[src/rtl/cfce_pkg.sv]
// Shared constants, types and CRC byte-update functions for the command frame CRC encoder.
// No dependencies; used by every module under rtl/.
package cfce_pkg;

  localparam int unsigned MaxBytes = 7;                 // bytes one input beat can produce
  localparam int unsigned IdxW     = $clog2(MaxBytes);

  localparam logic [7:0]  Preamble0 = 8'h55;
  localparam logic [7:0]  Preamble1 = 8'hAA;
  localparam int unsigned JobBit    = 5;                // header bit selecting a job frame
  localparam logic [7:0]  JobLenAdd = 8'd4;
  localparam logic [7:0]  CmdLenAdd = 8'd3;

  localparam logic [15:0] Crc16Poly = 16'h1021;
  localparam logic [15:0] Crc16Init = 16'hFFFF;
  localparam logic [4:0]  Crc5Poly  = 5'h05;
  localparam logic [4:0]  Crc5Init  = 5'h1F;

  typedef logic [MaxBytes-1:0][7:0] byte_vec_t;

  // Bytes produced by one input beat, handed from framer to serialiser.
  typedef struct packed {
    byte_vec_t       bytes;
    logic [IdxW-1:0] last_idx;   // index of the final byte in this group
    logic            ends;       // final byte closes a frame
  } result_t;

  // CRC-16/CCITT-FALSE, MSB first, one byte.
  function automatic logic [15:0] crc16_byte(input logic [15:0] c, input logic [7:0] b);
    logic [15:0] r;
    r = c ^ {b, 8'h00};
    for (int i = 0; i < 8; i++) begin
      r = r[15] ? ({r[14:0], 1'b0} ^ Crc16Poly) : {r[14:0], 1'b0};
    end
    return r;
  endfunction

  // 5-bit CRC, poly 0x05, MSB first, one byte.
  function automatic logic [4:0] crc5_byte(input logic [4:0] c, input logic [7:0] b);
    logic [4:0] r;
    logic       fb;
    r = c;
    for (int i = 7; i >= 0; i--) begin
      fb = b[i] ^ r[4];
      r  = {r[3:0], 1'b0};
      if (fb) begin
        r = r ^ Crc5Poly;
      end
    end
    return r;
  endfunction

endpackage

[src/rtl/cfce_framer.sv]
// Frame builder: turns one registered input beat into its group of output bytes
// and keeps the running CRC state. Depends on cfce_pkg.
module cfce_framer (
  input  logic                clk_i,
  input  logic                rst_ni,
  input  logic                load_i,     // group moves into the serialiser
  input  logic [7:0]          header_i,
  input  logic [7:0]          plen_i,
  input  logic [7:0]          data_i,
  input  logic                first_i,
  input  logic                last_i,
  output cfce_pkg::result_t   result_o
);

  logic [15:0] crc16_q, crc16_d;
  logic [4:0]  crc5_q, crc5_d;
  logic        job_q, job_d;

  logic [7:0]  len_byte;
  logic [15:0] c16_pre;
  logic [4:0]  c5_pre;
  logic [cfce_pkg::IdxW-1:0] base;
  cfce_pkg::byte_vec_t       bytes;
  logic [cfce_pkg::IdxW-1:0] last_idx;

  always_comb begin
    job_d    = first_i ? header_i[cfce_pkg::JobBit] : job_q;
    len_byte = plen_i + (job_d ? cfce_pkg::JobLenAdd : cfce_pkg::CmdLenAdd);

    // header and length only enter the CRC on the opening beat
    if (first_i) begin
      c16_pre = cfce_pkg::crc16_byte(cfce_pkg::crc16_byte(cfce_pkg::Crc16Init, header_i),
                                     len_byte);
      c5_pre  = cfce_pkg::crc5_byte(cfce_pkg::crc5_byte(cfce_pkg::Crc5Init, header_i),
                                    len_byte);
    end else begin
      c16_pre = crc16_q;
      c5_pre  = crc5_q;
    end
    crc16_d = cfce_pkg::crc16_byte(c16_pre, data_i);
    crc5_d  = cfce_pkg::crc5_byte(c5_pre, data_i);

    bytes = '0;
    base  = '0;
    if (first_i) begin
      bytes[0] = cfce_pkg::Preamble0;
      bytes[1] = cfce_pkg::Preamble1;
      bytes[2] = header_i;
      bytes[3] = len_byte;
      base     = cfce_pkg::IdxW'(4);
    end
    bytes[base] = data_i;
    last_idx    = base;
    if (last_i) begin
      if (job_d) begin
        bytes[base + cfce_pkg::IdxW'(1)] = crc16_d[15:8];
        bytes[base + cfce_pkg::IdxW'(2)] = crc16_d[7:0];
        last_idx                         = base + cfce_pkg::IdxW'(2);
      end else begin
        bytes[base + cfce_pkg::IdxW'(1)] = {3'b000, crc5_d};
        last_idx                         = base + cfce_pkg::IdxW'(1);
      end
    end
  end

  assign result_o.bytes    = bytes;
  assign result_o.last_idx = last_idx;
  assign result_o.ends     = last_i;

  always_ff @(posedge clk_i or negedge rst_ni) begin
    if (!rst_ni) begin
      crc16_q <= cfce_pkg::Crc16Init;
      crc5_q  <= cfce_pkg::Crc5Init;
      job_q   <= 1'b0;
    end else if (load_i) begin
      job_q   <= job_d;
      crc16_q <= last_i ? cfce_pkg::Crc16Init : crc16_d;
      crc5_q  <= last_i ? cfce_pkg::Crc5Init : crc5_d;
    end
  end

endmodule

[src/rtl/cfce_serialiser.sv]
// Result register: holds one group of up to seven bytes and sends them a beat at a time.
// Depends on cfce_pkg.
module cfce_serialiser (
  input  logic              clk_i,
  input  logic              rst_ni,
  input  logic              load_valid_i,
  input  cfce_pkg::result_t result_i,
  output logic              load_ready_o,
  output logic              m_axis_tvalid,
  input  logic              m_axis_tready,
  output logic [7:0]        m_axis_tdata,   // [7:0] wire_byte
  output logic              m_axis_tlast    // frame_end
);

  cfce_pkg::byte_vec_t       buf_q;
  logic [cfce_pkg::IdxW-1:0] last_idx_q;
  logic [cfce_pkg::IdxW-1:0] idx_q;
  logic                      ends_q;
  logic                      valid_q;
  logic                      at_last;
  logic                      beat;

  assign at_last      = (idx_q == last_idx_q);
  assign beat         = valid_q && m_axis_tready;
  // next group may load while the final byte of this one goes out
  assign load_ready_o = !valid_q || (beat && at_last);

  assign m_axis_tvalid = valid_q;
  assign m_axis_tdata  = buf_q[idx_q];
  assign m_axis_tlast  = ends_q && at_last;

  always_ff @(posedge clk_i or negedge rst_ni) begin
    if (!rst_ni) begin
      valid_q <= 1'b0;
      idx_q   <= '0;
    end else if (load_valid_i && load_ready_o) begin
      valid_q <= 1'b1;
      idx_q   <= '0;
    end else if (beat) begin
      if (at_last) begin
        valid_q <= 1'b0;
      end else begin
        idx_q <= idx_q + cfce_pkg::IdxW'(1);
      end
    end
  end

  always_ff @(posedge clk_i) begin
    if (load_valid_i && load_ready_o) begin
      buf_q      <= result_i.bytes;
      last_idx_q <= result_i.last_idx;
      ends_q     <= result_i.ends;
    end
  end

endmodule

[src/rtl/command_frame_crc_encoder.sv]
// Command frame CRC encoder. Each payload beat is taken into an input register, expanded
// in one pass into its bytes (preamble 0x55 0xAA, header and length on a first beat, the
// payload byte, and the CRC trailer on a last beat) and parked in a result register that
// sends one byte per output beat. The byte-wide output port sets the rate: a middle beat
// yields one byte, a first beat five, and a last beat one more for a command frame (CRC5)
// or two more for a job frame (CRC-16), so a lone one-byte frame yields six or seven bytes.
// While a group drains the input register takes one more beat and then holds it, with
// s_axis_tready low, until the final byte of the current group goes out; it moves on in
// that same cycle. With both sides free, an accepted input beat passes through the input
// register and then the result register before the first byte of its group is offered.
module command_frame_crc_encoder (
  input  logic        clk_i,
  input  logic        rst_ni,
  input  logic        s_axis_tvalid,
  output logic        s_axis_tready,
  input  logic [23:0] s_axis_tdata,   // [7:0] header_byte, [15:8] payload_length,
                                      // [23:16] payload_byte
  input  logic        s_axis_tuser,   // first_byte
  input  logic        s_axis_tlast,   // last_byte
  output logic        m_axis_tvalid,
  input  logic        m_axis_tready,
  output logic [7:0]  m_axis_tdata,   // [7:0] wire_byte
  output logic        m_axis_tlast    // frame_end
);

  logic        in_valid_q;
  logic [7:0]  header_q, plen_q, data_q;
  logic        first_q, last_q;
  logic        load_ready;
  logic        move;
  cfce_pkg::result_t result;

  assign move          = in_valid_q && load_ready;
  assign s_axis_tready = !in_valid_q || load_ready;

  always_ff @(posedge clk_i or negedge rst_ni) begin
    if (!rst_ni) begin
      in_valid_q <= 1'b0;
    end else if (s_axis_tready) begin
      in_valid_q <= s_axis_tvalid;
    end
  end

  always_ff @(posedge clk_i) begin
    if (s_axis_tvalid && s_axis_tready) begin
      header_q <= s_axis_tdata[7:0];
      plen_q   <= s_axis_tdata[15:8];
      data_q   <= s_axis_tdata[23:16];
      first_q  <= s_axis_tuser;
      last_q   <= s_axis_tlast;
    end
  end

  cfce_framer u_framer (
    .clk_i    (clk_i),
    .rst_ni   (rst_ni),
    .load_i   (move),
    .header_i (header_q),
    .plen_i   (plen_q),
    .data_i   (data_q),
    .first_i  (first_q),
    .last_i   (last_q),
    .result_o (result)
  );

  cfce_serialiser u_serialiser (
    .clk_i         (clk_i),
    .rst_ni        (rst_ni),
    .load_valid_i  (in_valid_q),
    .result_i      (result),
    .load_ready_o  (load_ready),
    .m_axis_tvalid (m_axis_tvalid),
    .m_axis_tready (m_axis_tready),
    .m_axis_tdata  (m_axis_tdata),
    .m_axis_tlast  (m_axis_tlast)
  );

endmodule
[config.mk]
export PLATFORM = sky130hd
export DESIGN_NAME = command_frame_crc_encoder
export DESIGN_NICKNAME = d
export VERILOG_FILES = /design/src/rtl/cfce_pkg.sv /design/src/rtl/cfce_framer.sv /design/src/rtl/cfce_serialiser.sv /design/src/rtl/command_frame_crc_encoder.sv
export SDC_FILE = /design/constraint.sdc
export NUM_CORES = 1
export LEC_CHECK = 0
export BUFFER_PORTS_ARGS = -buffer_cell sky130_fd_sc_hd__buf_2
export CAP_MARGIN = 20
export CORE_MARGIN = 1.5
export CORE_UTILIZATION = 44
export DETAILED_ROUTE_END_ITERATION = 12
export SLEW_MARGIN = 30
export SYNTH_ARGS = -nofsm -noshare
export SYNTH_HDL_FRONTEND = slang
export SYNTH_SLANG_ARGS = --single-unit
export TNS_END_PERCENT = 1
[constraint.sdc]
create_clock -name clk_i -period 4.8 [get_ports clk_i]
set_input_delay 0.96 -clock clk_i [delete_from_list [all_inputs] [get_ports clk_i]]
set_output_delay 0.96 -clock clk_i [all_outputs]
set_load 0.01 [all_outputs]
-- Yosys cells after proc, flatten, opt, wreduce, memory -nomap -nowiden
Index checks and enable logic that the tools add are counted.
- input bits: 30
- output and inout port bits: 11
- bits in registers: 113
- bitwise operators: 73
- reductions and logical operators: 16
- multiplexer cells: 93
- add/sub/neg operators: 4
- $lt $le $gt $ge: 7
- equality and inequality tests: 2
- operators by type and width (cell ; number):
    13-bit 2-to-1 mux ; 24
    56-bit bitwise mux ; 4
    56-bit 2-to-1 mux ; 2
    3-bit 2-to-1 mux ; 31
    5-bit 2-to-1 mux ; 17
    8-bit demux with 3-bit select ; 3
    3-bit NOT ; 24
    2-bit NOT ; 23
    16-bit 2-to-1 mux ; 2
    32-bit 2-to-1 mux ; 1
    8-bit 2-to-1 mux ; 4
    16-bit XOR ; 2
    8-bit binary-select mux with 3-bit select ; 1
    1-bit XOR ; 23
    3-bit by 4-bit < comparator with 1-bit output (second input constant) ; 4
    16-bit NOT ; 1
    3-bit by 1-bit greater-or-equal comparator with 1-bit output (second input constant) ; 3
    8-bit adder ; 1
    1-bit logical AND ; 8
    3-bit by 1-bit adder with 3-bit output (second input constant) ; 2
    1-bit 2-to-1 mux ; 4
    2-bit AND reduction ; 2
    2-bit nonzero test ; 2
    3-bit by 2-bit adder with 3-bit output (second input constant) ; 1
    other kinds (4) ; 6

-- Longest topological paths before layout
- depth after elaboration: 66
- gate-level depth with buffers: 17
- gate-level depth less buffers: 14

-- By module
Synthesis repeated with hierarchy kept, for this count alone.
- cells, all modules: 503
- area total of the unflattened synthesis: 6254.7 µm²
- modules (own cells, without submodules) (module ; times used ; area an instance (µm²) ; cells each):
    cfce_framer ; 1 ; 2864.0 ; 324
    cfce_serialiser ; 1 ; 2549.9 ; 148
    command_frame_crc_encoder ; 1 ; 840.8 ; 31

-- Worst setup path after synthesis
Ideal clock, no wire load.
- path kind: reg-to-reg
- start point: register first_q
- end point: register u_serialiser.buf_q[10] in the netlist's numbering, data pin
- slack: -0.180 ns
- required time: 4.535 ns
- setup time: 0.265 ns
- data arrival time: 4.714 ns
- stages on the path, launching flop included: 18
- clock period less this slack: 4.980 ns
- cells stage by stage: edfxtp_1 -> clkbuf_1 -> clkbuf_1 -> buf_1 -> nand2_1 -> a21boi_0 -> ha_1 -> inv_1 -> fa_1 -> nor2b_1 -> o2111a_1 -> xnor3_1 -> xnor3_1 -> o211a_1 -> a2111o_1 -> a211o_1 -> a211oi_1 -> a211oi_2
- cells in the longest elaborated chain, start to end: 31
- elaborated cells on any way between the ends: 98
- ends and longest elaborated chain (element ; RTL line ; RTL):
    start: declaration ; command_frame_crc_encoder.sv:28 ; logic first_q, last_q;
    start signal: assignment ; command_frame_crc_encoder.sv:49 ; first_q <= s_axis_tuser;
    1-bit 2-to-1 mux ; cfce_framer.sv:27 ; job_d = first_i ? header_i[cfce_pkg::JobBit] : job_q;
    3-bit 2-to-1 mux ; cfce_framer.sv:28 ; len_byte = plen_i + (job_d ? cfce_pkg::JobLenAdd : cfce_pkg::CmdLenAdd);
    8-bit adder ; cfce_framer.sv:28 ;
    1-bit XOR ; cfce_pkg.sv:44 ; fb = b[i] ^ r[4];
    3-bit 2-to-1 mux ; cfce_pkg.sv:46 ; if (fb) begin
    5-bit 2-to-1 mux ; cfce_framer.sv:31 ; if (first_i) begin
    5-bit 2-to-1 mux / 3-bit 2-to-1 mux (equally long branches) ; cfce_framer.sv:31, cfce_pkg.sv:46 ;
    5-bit 2-to-1 mux ; cfce_framer.sv:31 ;
    (+15 left out) ; -- ;
    1-bit XOR / 3-bit 2-to-1 mux (equally long branches) ; cfce_pkg.sv:44, cfce_pkg.sv:46 ;
    3-bit 2-to-1 mux / 2-bit NOT (equally long branches) ; -- ;
    3-bit 2-to-1 mux ; cfce_pkg.sv:46 ;
    2-bit NOT (no source line) / 1-bit XOR (equally long branches) ; -- ;
    3-bit 2-to-1 mux ; cfce_pkg.sv:46 ;
    56-bit bitwise mux ; cfce_framer.sv:60 ; bytes[base + cfce_pkg::IdxW'(1)] = {3'b000, crc5_d};
    56-bit 2-to-1 mux ; cfce_framer.sv:55 ; if (job_d) begin
    56-bit 2-to-1 mux * ; cfce_framer.sv:54 ; if (last_i) begin
    end signal: assignment ; cfce_serialiser.sv:50 ; buf_q <= result_i.bytes;
    end: declaration ; cfce_serialiser.sv:15 ; cfce_pkg::byte_vec_t buf_q;
Mark *: on every way between the ends. The rest lies on a longest branch, timed or not. The select of a mux whose other input is x is not followed.
A chain may end at the register's enable or synchronous reset.

-- Final worst setup path
- start point: register first_q
- end point: register u_serialiser.buf_q[42] in the netlist's numbering, data pin
Same word-level chain as after synthesis.

==> results_dict.tcl <==
set metrics [dict create \
    numCtsBuffers 17 \
    cts_tree "done" \
    final_common_cell "edfxtp_1" \
    fill_cells 1222 \
    grt_max_degree 62 \
    rrSetupSlack_ns 0.34 \
    max_freq_ghz 0.2244 \
    synth_cells 516 \
    layout_common_cells "edfxtp_1, nor2_1, xnor2_1" \
    vias 4056 \
    crit_arrival_ns 4.61 \
    r2r_start "first_q" \
    post_cts_buffers 0 \
    rsz0062_at_grt "no" \
    place.port_buffers 40 \
    ir_worst_vdd_mv 0.4562 \
    slew_viol_final 0 \
    drt-total-wl_um 15010 \
    yosys_warnings 0 \
    p_int_mw 3.553 \
    clkTransAtPathRegs_ns 0.05 \
    hold_depth 2 \
    grt_overflow 0 \
    final_layout_size_suffix_gt1_share_pct 22.54 \
    swShare_pct 39.77 \
    hold_viol 0 \
    die_x_um 123.5 \
    initial_utilization_pct 45.50 \
    n_antenna_cell 0 \
    seq_area_frac_synth_pct 51.41 \
    synth_seq_cells 113 \
    cp-startpoint "first_q" \
    endpoint_kind "register" \
    worstPathCellList "nand2_1, a21boi_2, ha_1, inv_1, fa_1, nor2b_1, o2111a_1, xnor3_1, xnor3_1, o211a_1, a2111o_1, a211o_1, a211oi_1, a211oi_2" \
    worstReg2RegEnd "u_serialiser.buf_q[42]" \
    place_congestion 0.8810 \
    cts-htree-levels 4 \
    power.total_mw 5.899 \
    avgSynthCellArea_sq_um 12.38 \
    slew_headroom_pct 52.41 \
    power.leakage_nw 2.849 \
    ys_types 51 \
    cpPeakStageDelay_ns 0.42 \
    antenna_found_initial 0 \
    synth_nets 551 \
    grt_first_pass_wirelength_um 23450 \
    path_class "register to register" \
    cts.root.buffer_cell "clkbuf_16" \
    core_sq_um 14040 \
    cp_max_fo 6 \
    io_pins 41 \
    final.setup.tns_ns 0 \
    setup_violations 0 \
    fin_skew_ns 0.007358 \
    area_growth_pct 14.83 \
    power_density_nw_per_um2 804.1 \
    synth_flop_cell "edfxtp_1" \
    drtIter0Drc 383 \
    grtUsageTotal_pct 21.62 \
    cts_buffer_depth 2 \
    cp_common_cell "xnor3_1" \
    p_sw_mw 2.346 \
    design.die.area_sq_um 15250 \
    cts.sinks 113 \
    grt_pass1_vias 3936 \
    postCtsHoldBufs 0 \
    start_kind "register" \
    dp_hpwl_um 10670 \
    clkLatencyLatePin_ns 0.42 \
    ant_nets 0 \
    hp-class "register to register" \
    fin_nets 590 \
    worstMarginPinSlew_ns 0.7138 \
    seqPwrFrac_pct 26.7 \
    synthesis.area_sq_um 6389 \
    row_count 43 \
    fin_crit_ns 4.456 \
    clkPwrFrac_pct 20.4 \
    vias_per_cell 5.422 \
    synthArstFlopShare_pct 23.89 \
    required_ns 4.96 \
    drcViolationCount 0 \
    drtPass1Iterations 5 \
    wl_per_cell_um 20.06 \
    hold-worst-slack_ns 0.5012 \
    chipHeight_um 123.5 \
    min_period_over_period_pct 92.83 \
    r2r_cells 14 \
    status "complete, no violations" \
    synth_edf_count 86 \
    cp_slowest_cell "fa_1" \
    max_cap_violations 0 \
    critPathCapture "u_serialiser.buf_q[42]" \
    ctsResizeCount 0 \
    comb_power_share_pct 52.9 \
]
## metrics by stage
stage               worst slack, ns  std cells  cell area, sq um  utilization (%)
global route                 0.1330        748              7336            52.24
finish                       0.3440        748              7336            52.24
floorplan                   0.03847        516              6392                -
global placement             0.4943        716              6769            48.20
detailed placement           0.3873        716              6770            48.21
CTS                          0.3444        748              7336            52.24
## area by class of cell
cell class / instances / area, sq um / area share, %
flip-flops and latches: 113 / 3286 / 44.79
multi-input cells: 360 / 2928 / 39.91
clock buffers: 27 / 513.0 / 6.993
repair buffers: 52 / 290.3 / 3.957
well taps: 180 / 225.2 / 3.070
clock inverters: 5 / 52.55 / 0.7164
inverters: 11 / 41.29 / 0.5629
## state kept, by name (all words and copies together), names as in the netlist, 3 cells and up
name                     cells
data_q                       8
u_serialiser.last_idx_q      3
u_serialiser.idx_q           3
u_serialiser.buf_q          56
u_framer.crc16_q            16
u_framer.crc5_q              5
plen_q                       8
header_q                     8
## power by group through the flow
stage | Sequential, mW | Clock (mW) | Combinational, mW
after floorplan | 1.48 | 0 | 2.42
after global placement | 1.59 | 0 | 3.08
after detailed placement | 1.59 | 0 | 3.11
after CTS | 1.58 | 1.22 | 3.13
after global routing | 1.60 | 1.26 | 3.39
final | 1.58 | 1.20 | 3.12
## worst max-delay path, delay by kind of cell, from the launching register on
family,cells,cell delay [ns]
xor gates and xnor gates,2,0.77
and+or+nand+nor,2,0.27
DFF,1,0.41
AOI/OAI and AO/OA,7,2.01
buffers and inverters,1,0.06
adders and majority gates,2,0.65
## logic make-up after synthesis
logic type	synth area share, %
flops	51.41
mux	6.287
simple gates	9.107
buf+inv	2.859
fa+ha+maj	1.097
compound gates	9.244
xor+xnor	20.00
## worst min-delay path by stage
stage | start | to | slack, ns
floorplan | last_q | u_serialiser.ends_q | 0.42
global placement | u_framer.crc16_q[6] | u_framer.crc16_q[6] | 0.49
detailed placement | u_framer.crc16_q[11] | u_framer.crc16_q[11] | 0.49
CTS | u_framer.crc16_q[11] | u_framer.crc16_q[11] | 0.50
global route | u_framer.crc16_q[6] | u_framer.crc16_q[6] | 0.51
finish | u_framer.crc16_q[12] | u_framer.crc16_q[12] | 0.50
## cell usage after synthesis, types with 13 or more instances
| master | n | area, sq um |
|---|---|---|
| dfstp_2 | 21 | 551.8 |
| mux2i_1 | 21 | 210.2 |
| xnor3_1 | 16 | 360.4 |
| a21oi_1 | 47 | 235.2 |
| clkbuf_1 | 20 | 75.07 |
| xnor2_1 | 53 | 464.2 |
| edfxtp_1 | 86 | 2582 |
| and2_1 | 13 | 81.33 |
| nand2_1 | 20 | 75.07 |
| nor2_1 | 63 | 236.5 |
| xor2_1 | 28 | 245.2 |
## layer usage
metal  routed length, um  up-vias  global-route usage [%]
met2                7008      117                   32.92
met1                7096     2003                   30.90
met5                   0        -                       0
met4                 249        0                   8.046
met3                 652       19                   4.105
li1                    -     1917                       -
No activity file was read; power rests on OpenSTA's default activity.
